==> src/rtl/atan2_polynomial_macros.svh <==
// Assertion macros for the atan2 polynomial block.
`ifndef ATAN2_POLYNOMIAL_MACROS_SVH
`define ATAN2_POLYNOMIAL_MACROS_SVH

// Same-cycle implication, held off during reset.
`define ATP_ASSERT_NOW(lbl, clk, rst_n, ante, cons, msg) \
    lbl: assert property (@(posedge clk) disable iff (!rst_n) (ante) |-> (cons)) \
        else $error(msg);

// Next-cycle implication, held off during reset.
`define ATP_ASSERT_NEXT(lbl, clk, rst_n, ante, cons, msg) \
    lbl: assert property (@(posedge clk) disable iff (!rst_n) (ante) |=> (cons)) \
        else $error(msg);

`endif

==> src/rtl/atp_pkg.sv <==
// Shared types and constants for the atan2 polynomial block.
`timescale 1ns / 1ps
package atp_pkg;
    localparam int QBITS = 30;

    localparam logic signed [31:0] C_COEF [7] = '{
        32'sd7744777,
        -32'sd37645046,
        32'sd87698811,
        -32'sd143609290,
        32'sd213208227,
        -32'sd357824448,
        32'sd1073741824
    };

    localparam logic signed [33:0] PI_Q      = 34'sd3373259426;
    localparam logic signed [33:0] HALF_PI_Q = 34'sd1686629713;

    typedef struct packed {
        logic valid;
        logic zero;
        logic ybig;
        logic xneg;
        logic yneg;
    } t_side;
endpackage

==> src/rtl/atp_mac_stage.sv <==
// One registered Horner step: rounded signed-by-unsigned product plus a constant.
`timescale 1ns / 1ps
module atp_mac_stage
    import atp_pkg::*;
#(
    parameter logic signed [31:0] ADD = 32'sd0
) (
    input  logic               i_clk,
    input  logic               i_rst_n,
    input  logic               i_en,
    input  t_side              i_side,
    input  logic signed [31:0] i_acc,
    input  logic [QBITS:0]     i_mul,
    input  logic [QBITS:0]     i_s,
    input  logic [QBITS:0]     i_q,
    output t_side              o_side,
    output logic signed [31:0] o_acc,
    output logic [QBITS:0]     o_s,
    output logic [QBITS:0]     o_q
);
    logic        w_neg;
    logic [31:0] w_mag;
    logic [63:0] w_prod;
    logic [31:0] w_p;
    logic signed [31:0] n_acc;

    always_comb begin
        w_neg  = i_acc[31];
        w_mag  = w_neg ? (~i_acc + 32'd1) : i_acc;
        w_prod = 64'(w_mag) * 64'(i_mul);
        w_p    = 32'((w_prod + (64'd1 << (QBITS - 1))) >> QBITS);
        n_acc  = (w_neg ? -$signed(w_p) : $signed(w_p)) + ADD;
    end

    always_ff @(posedge i_clk) begin
        if (!i_rst_n) begin
            o_side <= '0;
        end else if (i_en) begin
            o_side <= i_side;
        end
    end

    always_ff @(posedge i_clk) begin
        if (i_en) begin
            o_acc <= n_acc;
            o_s   <= i_s;
            o_q   <= i_q;
        end
    end
endmodule

==> config.mk <==
export PLATFORM = sky130hd
export DESIGN_NAME = atp_mac_stage
export DESIGN_NICKNAME = d
export VERILOG_FILES = /design/src/rtl/atan2_polynomial_macros.svh /design/src/rtl/atp_pkg.sv /design/src/rtl/atp_mac_stage.sv
export SDC_FILE = /design/constraint.sdc
export NUM_CORES = 2
export LEC_CHECK = 0
export BUFFER_PORTS_ARGS = -buffer_cell sky130_fd_sc_hd__buf_4
export CORE_MARGIN = 3
export CORE_UTILIZATION = 65
export DETAILED_ROUTE_END_ITERATION = 10
export PLACE_DENSITY_LB_ADDON = 0.12
export SLEW_MARGIN = 10
export SYNTH_ARGS = -nofsm -noshare
export SYNTH_HDL_FRONTEND = slang
export SYNTH_SLANG_ARGS = --single-unit
==> constraint.sdc <==
create_clock -name i_clk -period 14.1 [get_ports i_clk]
set_input_delay 1.41 -clock i_clk [delete_from_list [all_inputs] [get_ports i_clk]]
set_output_delay 1.41 -clock i_clk [all_outputs]
set_load 0.03 [all_outputs]
==> metrics.yaml <==
status:
  status: "complete, no violations"
sta:
  finalCritPeriodShare_pct: 92.7
  setup_ws_ps: 1030
  final-setup-viol-count: 0
  worstMarginPinSlew_ps: 1190
  hold_violations: 0
  rsz0062_at_grt: "false"
  fin_skew_ps: 0
  fmax_mhz: 76.5
  tns_ps: 0
  fin_crit_ps: 13070
  slew_viol_final: 0
  relSlewSlack_pct: 20.8
routing:
  avgRoutedWirePerCell_um: 20.3
  first_pass_iters: 6
  postRouteAntennaNets: 0
  remaining_drc_errors: 0
  vias: 27800
  drt-initial-drc-count: 1993
  totalWireLength_mm: 99.4
  via_per_inst: 5.66
synthesis:
  syn_area_mm2: 0.0373
  async_reset_ff_share_pct: 0
  synth_xor_xnor_area_share_pct: 2.02
  syn-instance-count: 4082
  synth_top_family_by_area: "adder cells"
  synthMuxAreaShare_pct: 0.242
  synth_edf_count: 94
  synth_top_area_cell: "fa_1"
  postSynthAreaPerCell_um2: 9.13
  ys_warn_count: 0
  synthSimpleGateAreaFrac_pct: 17.6
  synth_area_leaders: "fa_1, inv_1, ha_1, and2_1, edfxtp_1"
  synth_common_cells: "inv_1, fa_1, nand2_1"
  synth_compound_area_share_pct: 4.69
  synth_top_area_share_pct: 46.5
  synthAdderAreaFrac_pct: 55.8
  synth.most_common_cell: "inv_1"
  synth_nets: 5357
  ys_seq_area_share_pct: 7.84
  synth_flop_cell: "edfxtp_1"
  yosysUniqueCellTypes: 61
  ys_ff_latch: 99
clocking:
  worst_skew_pair.late_latency_ps: 340
  post_cts_resized: 0
  clock_path_buffers: 2
  htreeDepth: 3
  cts_setup_buffers: 0
  holdBufCountCts: 0
  clock-sinks: 99
  cts_buffers: 9
  tritoncts: "done"
  clkTransAtPathRegs_ps: 70
  ctsRootBufferMaster: "clkbuf_16"
place:
  gp_congestion: 0.957
  post-place-cells: 4889
  place_hpwl_mm: 79.2
  place_ws_ps: 816
  port_buffers: 231
setup_path:
  worstSetupPathType: "primary input to flip-flop"
  cpMaxStageDelayCell: "or4b_2"
  cpPeakStageDelay_ps: 700
  cp_top_family: "simple AND/OR/NAND/NOR gates"
  critPathMaxFanout: 16
  critPathLaunchType: "primary input"
  cp_data_required_time_ps: 14190
  cp_common_cell: "fa_1"
  cp-end-kind: "flip-flop"
  worstPathArrival_ps: 13160
  worst-path-buf-inv: 7
finish:
  nets: 5419
  synthToLayoutAreaGrowth_pct: 7.20
  layout-drive-gt1-share_pct: 7.91
  stdcell_count: 4908
  fillers: 4373
hold_path:
  worstHoldPathType: "flip-flop to flip-flop"
floorplanning:
  die_y_um: 245
  dieArea_mm2: 0.0603
  die_x_um: 245
  initial_core_util_pct: 65.8
  io_pins: 232
  coreArea_mm2: 0.0566
  fp-row-count: 87
global_route:
  grt_pass1_wl_mm: 160
  grt_max_degree: 98
  antenna_found_initial: 5
  grt_overflow: 0
  grt_pass1_vias: 29800
  grtUsageTotal_pct: 34.3
flow_run:
  max_cap_viol_count: 0
[logic make-up after synthesis]
group,Yosys count
and+or+nand+nor,1290
buffers and inverters,1177
adders and majority gates,1142
AOI/OAI and AO/OA,279
DFF,99
xor gates and xnor gates,86
muxes,9
[worst register-to-register path, cell delays in order (launching register included)]
cell and delay, ps:
dfxtp_1 320, mux2i_1 150, nor2b_1 70
[final cells by class]
class	count	area [um2]	share of cell area [%]
repair buffers	267	2000	5.02
clock buffers	10	250	0.626
well taps	756	946	2.37
inverters	961	3610	9.03
multi-input cells	2806	30200	75.5
flip-flops and latches	99	2920	7.31
diodes	3	7.51	0.0188
clock inverters	6	52.6	0.132
[flip-flops by register name (all words and copies together), names as in the netlist]
name,count
o_acc,32
o_q,31
o_s,31
o_side,5
[stage by stage]
stage          util [%]  hold WS (ps)  cell area, um2
6_report           70.6           521           40000
5_1_grt            70.6           562           40000
4_1_cts            70.6           528           39900
3_5_place_dp       70.0           509           39600
3_3_place_gp       70.0           501           39600
2_1_floorplan         -           641           37300
[routing by layer]
metal / routed length, um / GRT usage, %
met4: 2580 / 9.08
met3: 10800 / 8.82
met5: 55 / 0.572
met1: 39900 / 46.6
met2: 46100 / 55.6
[layout by cell type (no fill, tap or decap), types with 9 or more instances in the layout]
| cell | n |
|---|---|
| nor2_1 | 63 |
| o31ai_1 | 19 |
| nand3_1 | 14 |
| clkbuf_16 | 10 |
| edfxtp_1 | 94 |
| fa_1 | 866 |
| xor2_1 | 16 |
| ha_1 | 276 |
| or3_1 | 9 |
| inv_1 | 961 |
| and2_1 | 522 |
| nand2_1 | 559 |
| mux2i_1 | 9 |
| nor3_1 | 15 |
| or4_1 | 14 |
| o211ai_1 | 13 |
| nor2b_1 | 20 |
| a21o_1 | 11 |
| buf_4 | 267 |
| xnor2_2 | 26 |
| o21ai_0 | 82 |
| nand4_1 | 29 |
| xnor2_1 | 41 |
| a21oi_1 | 78 |
| a211oi_1 | 13 |
[final timing paths]
check | from | endpoint | slack, ps | cells past startpoint
min | o_side[1]$_SDFFE_PN0P_ | o_side[1]$_SDFFE_PN0P_ | 520 | 2
min reg2reg | o_side[1]$_SDFFE_PN0P_ | o_side[1]$_SDFFE_PN0P_ | 520 | 2
max | i_acc[2] | o_acc[26]$_DFFE_PP_ | 1030 | 37
max reg2reg | o_side[4]$_SDFFE_PN0P_ | o_side[4]$_SDFFE_PN0P_ | 13450 | 2
Power is not shown: default switching activity piles up to over one toggle a cycle in this logic, so the estimate is an artifact.
