### config.mk
export PLATFORM = sky130hd
export DESIGN_NAME = atp_div_stage
export DESIGN_NICKNAME = d
export VERILOG_FILES = /design/src/rtl/atan2_polynomial_macros.svh /design/src/rtl/atp_pkg.sv /design/src/rtl/atp_div_stage.sv
export SDC_FILE = /design/constraint.sdc
export NUM_CORES = 1
export LEC_CHECK = 0
export BUFFER_PORTS_ARGS = -buffer_cell sky130_fd_sc_hd__buf_2
export CAP_MARGIN = 10
export CELL_PAD_IN_SITES_DETAIL_PLACEMENT = 1
export CELL_PAD_IN_SITES_GLOBAL_PLACEMENT = 2
export CORE_MARGIN = 10
export CORE_UTILIZATION = 30
export DETAILED_ROUTE_END_ITERATION = 10
export GPL_TIMING_DRIVEN = 0
export HOLD_SLACK_MARGIN = 0.03
export PLACE_DENSITY_LB_ADDON = 0.25
export SLEW_MARGIN = 5
export SYNTH_ARGS = -nofsm -noshare
export SYNTH_HDL_FRONTEND = slang
export SYNTH_SLANG_ARGS = --single-unit
### constraint.sdc
create_clock -name i_clk -period 3.32 [get_ports i_clk]
set_clock_uncertainty 0.15 [all_clocks]
set_input_delay 0.664 -clock i_clk [delete_from_list [all_inputs] [get_ports i_clk]]
set_output_delay 0.664 -clock i_clk [all_outputs]
set_load 0.02 [all_outputs]
### src/rtl/atan2_polynomial_macros.svh
// Assertion macros for the atan2 polynomial block.
`ifndef ATAN2_POLYNOMIAL_MACROS_SVH
`define ATAN2_POLYNOMIAL_MACROS_SVH

// Same-cycle implication, held off during reset.
`define ATP_ASSERT_NOW(lbl, clk, rst_n, ante, cons, msg) \
    lbl: assert property (@(posedge clk) disable iff (!rst_n) (ante) |-> (cons)) \
        else $error(msg);

// Next-cycle implication, held off during reset.
`define ATP_ASSERT_NEXT(lbl, clk, rst_n, ante, cons, msg) \
    lbl: assert property (@(posedge clk) disable iff (!rst_n) (ante) |=> (cons)) \
        else $error(msg);

`endif

### src/rtl/atp_pkg.sv
// Shared types and constants for the atan2 polynomial block.
`timescale 1ns / 1ps
package atp_pkg;
    localparam int QBITS = 30;

    localparam logic signed [31:0] C_COEF [7] = '{
        32'sd7744777,
        -32'sd37645046,
        32'sd87698811,
        -32'sd143609290,
        32'sd213208227,
        -32'sd357824448,
        32'sd1073741824
    };

    localparam logic signed [33:0] PI_Q      = 34'sd3373259426;
    localparam logic signed [33:0] HALF_PI_Q = 34'sd1686629713;

    typedef struct packed {
        logic valid;
        logic zero;
        logic ybig;
        logic xneg;
        logic yneg;
    } t_side;
endpackage

### src/rtl/atp_div_stage.sv
// One registered step of the restoring ratio divider.
`timescale 1ns / 1ps
module atp_div_stage
    import atp_pkg::*;
#(
    parameter int COORD_BITS = 16
) (
    input  logic                  i_clk,
    input  logic                  i_rst_n,
    input  logic                  i_en,
    input  t_side                 i_side,
    input  logic [COORD_BITS-1:0] i_hi,
    input  logic [COORD_BITS-1:0] i_rem,
    input  logic [QBITS:0]        i_nlow,
    input  logic [QBITS:0]        i_quo,
    output t_side                 o_side,
    output logic [COORD_BITS-1:0] o_hi,
    output logic [COORD_BITS-1:0] o_rem,
    output logic [QBITS:0]        o_nlow,
    output logic [QBITS:0]        o_quo
);
    logic [COORD_BITS:0]   w_trial;
    logic                  w_bit;
    logic [COORD_BITS-1:0] n_rem;

    always_comb begin
        w_trial = {i_rem, i_nlow[QBITS]};
        w_bit   = (w_trial >= {1'b0, i_hi});
        if (w_bit) begin
            n_rem = COORD_BITS'(w_trial - {1'b0, i_hi});
        end else begin
            n_rem = w_trial[COORD_BITS-1:0];
        end
    end

    always_ff @(posedge i_clk) begin
        if (!i_rst_n) begin
            o_side <= '0;
        end else if (i_en) begin
            o_side <= i_side;
        end
    end

    always_ff @(posedge i_clk) begin
        if (i_en) begin
            o_hi   <= i_hi;
            o_rem  <= n_rem;
            o_nlow <= {i_nlow[QBITS-1:0], 1'b0};
            o_quo  <= {i_quo[QBITS-1:0], w_bit};
        end
    end
endmodule

==> run summary, run 1 <==
outcome -> completed
DRC -> 0
Worst-path clk slew -> 70 ps
Final setup violation count -> 0
number of placed I/O pins -> 201
top cells by area, synth -> edfxtp_1 (67%), ha_1 (4.8%), mux2_4 (2.9%)
critical path type -> in2reg
RSZ-0062 raised after global routing -> false
Setup crit end -> o_rem[7]$_DFFE_PP_
worst-path cell chain -> buf_2 > inv_1 > ha_1 > a21oi_2 > o21ai_1 > a221o_1 > a21boi_4 > and2_4 > buf_8 > inv_4 > buf_12 > mux2_4
FP Rows -> 43
Clock Sink Count -> 98
# placed instances -> 643
worst reg2reg path depth -> 2
Root Buffer -> clkbuf_16
first-pass GRT wire length -> 20.1 mm
CP startpoint -> i_hi[8]
Total GRT Usage -> 0.135
power after layout -> 3.20 mW
Slowest-stage cell, CP -> a221o_1
reg2reg setup slack -> 2570 ps
Layout area overhead -> 37.1%
worst slew pin tran -> 540 ps
peak fanout along the critical path -> 10
I/O Buffers -> 198
yosys warns -> 0
Synth Net Count -> 383
Post-synth top flop -> edfxtp_1
share of layout cells above drive strength 1 -> 0.491
CTS tree -> built
Cell Count, Final, Fillers Out -> 659
Worst EP required -> 3270 ps
Slew Viols, Final -> 0
switching share of power -> 0.274
Pre-antenna DRT Iters -> 5
Fin Setup TNS -> 0 ps
Max-slew headroom -> 0.640
number of antenna diodes -> 0
Crit path depth -> 12
CP top delay family -> compound AO/OA/AOI/OAI gates
die height -> 138 um
Post-synth EDFFs -> 93
unique cell type count in the Yosys netlist -> 49
vias in the first global route -> 3238
Internal Pwr Total -> 2.32 mW
clock period minus worst slack -> 3130 ps
Worst Setup Start Kind -> primary input
post-synthesis sequential area ratio -> 0.692
initial core utilization -> 0.304
Leak Pwr -> 2.57 nW
Max Cap Viol -> 0
final WL -> 12.9 mm
register share of total power -> 0.472
f_max -> 0.320 GHz
Initial DRC Count -> 165
leading cell type in the layout, fill and taps excluded -> buf_2
Hold/Removal Path Class -> in2reg
Core Area -> 13800 sq um
Comb pwr share -> 0.192
area share of the leading cell type in the synthesized netlist -> 0.668
Avg Vias per Cell -> 4.61
Die Area -> 19100 sq um
DP HPWL -> 10.4 mm
Resized Gates After CTS -> 0
HP Start -> i_quo[24]
CP Capture Type -> register
#FFs+latches synth -> 98
leading area contributor after synthesis -> edfxtp_1
Syn Inst Count -> 264
chip width -> 138 um
Post-DRT Antenna Nets -> 0
Vias -> 3035
Worst R2R End -> o_side[1]$_SDFFE_PN0P_
initial antenna violation count -> 2
Max VDD drop -> 0.000207 V
utilization after layout -> 0.416
Sw Pwr -> 0.876 mW
final hold violations -> 0
placer congestion estimate -> 0.785
hold_buf cts -> 0
H-Tree Depth -> 3
post-CTS setup buffers -> 0
commonest cells after routing, fill and taps aside -> buf_2 (197), edfxtp_1 (93), inv_1 (19), ha_1 (16), nor2_1 (12)
cts bufs inserted -> 9
CTS max path bufs -> 2
Avg WL per Cell -> 19.6 um
CP Data Arrival Time -> 3080 ps
r2r startpoint -> o_side[1]$_SDFFE_PN0P_
worst-skew pair later-pin latency -> 350 ps
asr flop ratio synth -> 0
Buf/Inv on CP -> 5
largest net degree at the start of global routing -> 59
Final nets -> 593
synthesized cell area -> 4180 sq um
crit-path max cell delay -> 430 ps
Pwr Density -> 558 nW/um^2
clock power share -> 0.337
Final Cycle Share -> 0.942
GRT Residual Overflow -> 0
Avg Cell Area, Syn -> 15.8 sq um
## layout make-up
type | instances | area [sq um]
inverter | 20 | 77.6
buffer | 7 | 72.6
sequential | 98 | 2890
clock buffer | 10 | 229
timing repair buffer | 199 | 1020
fill | 1497 | 8040
clock inverter | 6 | 75.1
tap | 180 | 225
multi-input combinational | 139 | 1140
## worst min-delay path by stage
stage / endpoint / slack (ps) / cells past startpoint
after global placement: o_side[1]$_SDFFE_PN0P_ / 350 / 2
after floorplan: o_side[0]$_SDFFE_PN0P_ / 440 / 2
after global routing: o_quo[15]$_DFFE_PP_ / 320 / 1
after CTS: o_quo[2]$_DFFE_PP_ / 320 / 1
after detailed placement: o_side[1]$_SDFFE_PN0P_ / 350 / 2
final: o_quo[25]$_DFFE_PP_ / 340 / 1
## kinds of logic (layout without fill, tap and decap cells)
| group | count (synthesis) | after routing | synth area share |
|---|---|---|---|
| buffers and inverters | 27 | 242 | 0.0359 |
| multiplexers | 15 | 15 | 0.0458 |
| XOR/XNOR | 9 | 9 | 0.0189 |
| other | 1 | 1 | 0.000897 |
| adder cells (fa/ha/maj) | 17 | 17 | 0.0527 |
| AO/OA/AOI/OAI | 52 | 52 | 0.0967 |
| flip-flops | 98 | 98 | 0.692 |
| AND/OR/NAND/NOR | 45 | 45 | 0.0572 |
## per-layer routing
layer  routed length (um)  part of all wire  track usage
met5                   31            0.0024            0
met1                 5730              0.44        0.166
met4                  230             0.018       0.0549
met2                 5970              0.46        0.212
met3                  982             0.076       0.0452
## power groups by stage
stage	clock [mW]	sequential (mW)	combinational, mW
after CTS	1.12	1.51	0.627
after global routing	1.17	1.52	0.667
final	1.08	1.51	0.612
after global placement	0	1.53	0.613
after detailed placement	0	1.54	0.625
after floorplan	0	1.69	0.212
## synth_stat cells, types with 5 or more instances
master and count:
nand2_1 5, nor2b_1 6, o31ai_1 5, edfxtp_1 93, nor2_1 12, dfxtp_1 5
a21o_1 5, mux2_4 8, inv_1 19, nand3_1 7, xnor2_1 5, mux2i_1 6
o21ai_0 9, o21a_1 6, ha_1 16
## registers in the layout, summed over array words and instances, names as in the netlist
name    flops
o_rem      16
o_nlow     30
o_quo      31
o_side      5
o_hi       16
## worst reg2reg max path, stage by stage (launching register included)
cell	delay, ps
dfxtp_1	310
mux2i_1	120
nor2b_1	60
## metrics by stage
step / cell area, sq um / hold slack (ps) / setup WS [ps]
2_1_floorplan: 4180 / 440 / 276
3_3_place_gp: 5400 / 347 / -161
3_5_place_dp: 5430 / 351 / -188
4_1_cts: 5730 / 321 / 184
5_1_grt: 5730 / 318 / 40.8
6_report: 5730 / 336 / 194
No activity file was read; power rests on OpenSTA's default activity.
==> run 2, diff against run 1 <==
CORE_ASPECT_RATIO = 0.5   (was unset)
REMOVE_ABC_BUFFERS = 1   (was unset)
SETUP_SLACK_MARGIN = 0.4   (was unset)
==> run summary, run 2 (same netlist as run 1, synthesis figures left out) <==
outcome -> completed
Layout area overhead -> 35.9%
reg2reg setup slack -> 2560 ps (about the same)
leading cell type in the layout, fill and taps excluded -> buf_2
Final setup violation count -> 0 (unchanged)
commonest cells after routing, fill and taps aside -> buf_2 (197), edfxtp_1 (93), inv_1 (19), ha_1 (15), nor2_1 (12)
share of layout cells above drive strength 1 -> 0.493 (+0.00203)
Die Area -> 19300 sq um (+1.5%)
Pwr Density -> 550 nW/um^2 (-1.4%)
first-pass GRT wire length -> 18.6 mm (-7.6%)
RSZ-0062 raised after global routing -> true
Worst EP required -> 3260 ps (about the same)
Slew Viols, Final -> 0 (unchanged)
Avg Vias per Cell -> 4.45 (-3.3%)
number of antenna diodes -> 0 (unchanged)
Fin Setup TNS -> 0 ps (unchanged)
crit-path max cell delay -> 390 ps (-40 ps)
Total GRT Usage -> 0.126 (-0.00921)
worst slew pin tran -> 591 ps (+51.3 ps)
Worst-path clk slew -> 70 ps (about the same)
GRT Residual Overflow -> 0 (unchanged)
Max-slew headroom -> 0.606 (-0.0342)
Fill cells -> 1503 (+0.40%)
Final Cell Area -> 5680 sq um (-0.90%)
cts bufs inserted -> 9 (unchanged)
initial antenna violation count -> 0 (-2)
Max VDD drop -> 0.000256 V (+24%)
Final Cycle Share -> 0.845 (-0.0966)
utilization after layout -> 0.418 (+0.00189)
r2r startpoint -> o_side[0]$_SDFFE_PN0P_
critical path type -> in2reg
hold_buf cts -> 0 (unchanged)
Internal Pwr Total -> 2.24 mW (-3.5%)
DP Area -> 5370 sq um (-1.1%)
Largest regs -> o_quo x31, o_nlow x30
Leak Pwr -> 2.55 nW (-0.93%)
f_max -> 0.357 GHz (+11%)
chip width -> 187 um (+35%)
worst reg2reg path depth -> 2 (unchanged)
Avg WL per Cell -> 18.7 um (-5.0%)
DP HPWL -> 10.1 mm (-3.7%)
clock period minus worst slack -> 2810 ps (-321 ps)
CP Data Arrival Time -> 2740 ps (-340 ps)
register share of total power -> 0.482 (+0.010)
initial core utilization -> 0.308 (+0.00414)
area of the multi-input gates -> 1140 sq um (+0.22%)
WHS -> 347 ps (+11.2 ps)
switching share of power -> 0.282 (+0.00843)
Vias -> 2969 (-2.2%)
FP Rows -> 30 (-30%)
placer congestion estimate -> 0.737 (-6.1%)
Initial DRC Count -> 133 (-19%)
Root Buffer -> clkbuf_16
Setup crit end -> o_rem[7]$_DFFE_PP_
I/O Buffers -> 198 (unchanged)
CTS tree -> built
CTS max path bufs -> 2 (unchanged)
max reg flops -> 31 (unchanged)
final WL -> 12.5 mm (-3.8%)
die height -> 103 um (-25%)
final hold violations -> 0 (unchanged)
worst-path cell chain -> buf_2 > inv_1 > ha_1 > a21oi_1 > o21ai_1 > a221o_1 > a21boi_4 > and2_4 > inv_4 > mux2_4
Worst R2R End -> o_side[0]$_SDFFE_PN0P_
vias in the first global route -> 3124 (-3.5%)
clock power share -> 0.326 (-0.011)
H-Tree Depth -> 3 (unchanged)
CP Capture Type -> register
Hold/Removal Path Class -> in2reg
peak fanout along the critical path -> 11 (+1)
Comb pwr share -> 0.192 (about the same)
worst-skew pair later-pin latency -> 340 ps (about the same)
Post-DRT Antenna Nets -> 0 (unchanged)
Slowest-stage cell, CP -> a221o_1
FF+latch area -> 2890 sq um (unchanged)
Max Cap Viol -> 0 (unchanged)
Worst Setup Start Kind -> primary input
Pre-antenna DRT Iters -> 4 (-1)
DRC -> 0 (unchanged)
number of placed I/O pins -> 201 (unchanged)
Sw Pwr -> 0.882 mW (+0.69%)
Core Area -> 13600 sq um (-1.3%)
largest net degree at the start of global routing -> 60 (+1.7%)
Clock Sink Count -> 98 (unchanged)
CP startpoint -> i_hi[10]
Top reg by flops -> o_quo
Final nets -> 589 (-0.67%)
## run 2: critical path, delay by kind of cell
| kind | cells | cell delay, ps |
|---|---|---|
| AOI/OAI and AO/OA | 4 | 920 |
| adders and majority gates | 1 | 380 |
| muxes | 1 | 310 |
| buffers and inverters | 3 | 230 |
| and+or+nand+nor | 1 | 210 |
## run 2: timing repair
item	4_1_cts	5_1_grt
resized for setup	0	1
endpoints found under the setup margin	9	9
pin swaps	1	2
buffers inserted	1	2
## run 2: how the worst min path moves through the flow
stage / depth (start not counted) / endpoint / from
finish: 1 / o_quo[8]$_DFFE_PP_ / i_quo[7]
detailed placement: 2 / o_side[3]$_SDFFE_PN0P_ / o_side[3]$_SDFFE_PN0P_
CTS: 1 / o_quo[29]$_DFFE_PP_ / i_quo[28]
floorplan: 2 / o_side[0]$_SDFFE_PN0P_ / o_side[0]$_SDFFE_PN0P_
global placement: 2 / o_side[0]$_SDFFE_PN0P_ / o_side[0]$_SDFFE_PN0P_
global route: 1 / o_quo[29]$_DFFE_PP_ / i_quo[28]
## run 2: per-stage QoR
stage / total power [mW] / cells / worst slack (ps)
finish: 3.12 / 667 / 515
global route: 3.28 / 667 / 385
CTS: 3.18 / 665 / 449
detailed placement: 2.14 / 648 / 4.16
global placement: 2.13 / 647 / -2.16
floorplan: 1.88 / 257 / 435
## run 2: metal layers
layer	share of wire	vias up	track usage
met4	0.011	0	0.0382
met1	0.44	1446	0.149
met3	0.056	7	0.0371
met2	0.50	104	0.220
met5	0	-	0
li1	-	1412	-
## run 2: area by class of cell
class,count,area share
Clock inverter,7,0.0106
Clock buffer,9,0.0397
Timing Repair Buffer,202,0.184
Inverter,20,0.0137
Tap cell,192,0.0423
Multi-Input combinational cell,139,0.201
Sequential cell,98,0.509
## run 2: power groups by stage
stage	combinational (mW)	sequential (mW)	clock, mW
2_1_floorplan	0.196	1.69	0
3_3_place_gp	0.596	1.53	0
5_1_grt	0.652	1.52	1.11
6_report	0.599	1.50	1.02
3_5_place_dp	0.606	1.54	0
4_1_cts	0.610	1.51	1.06
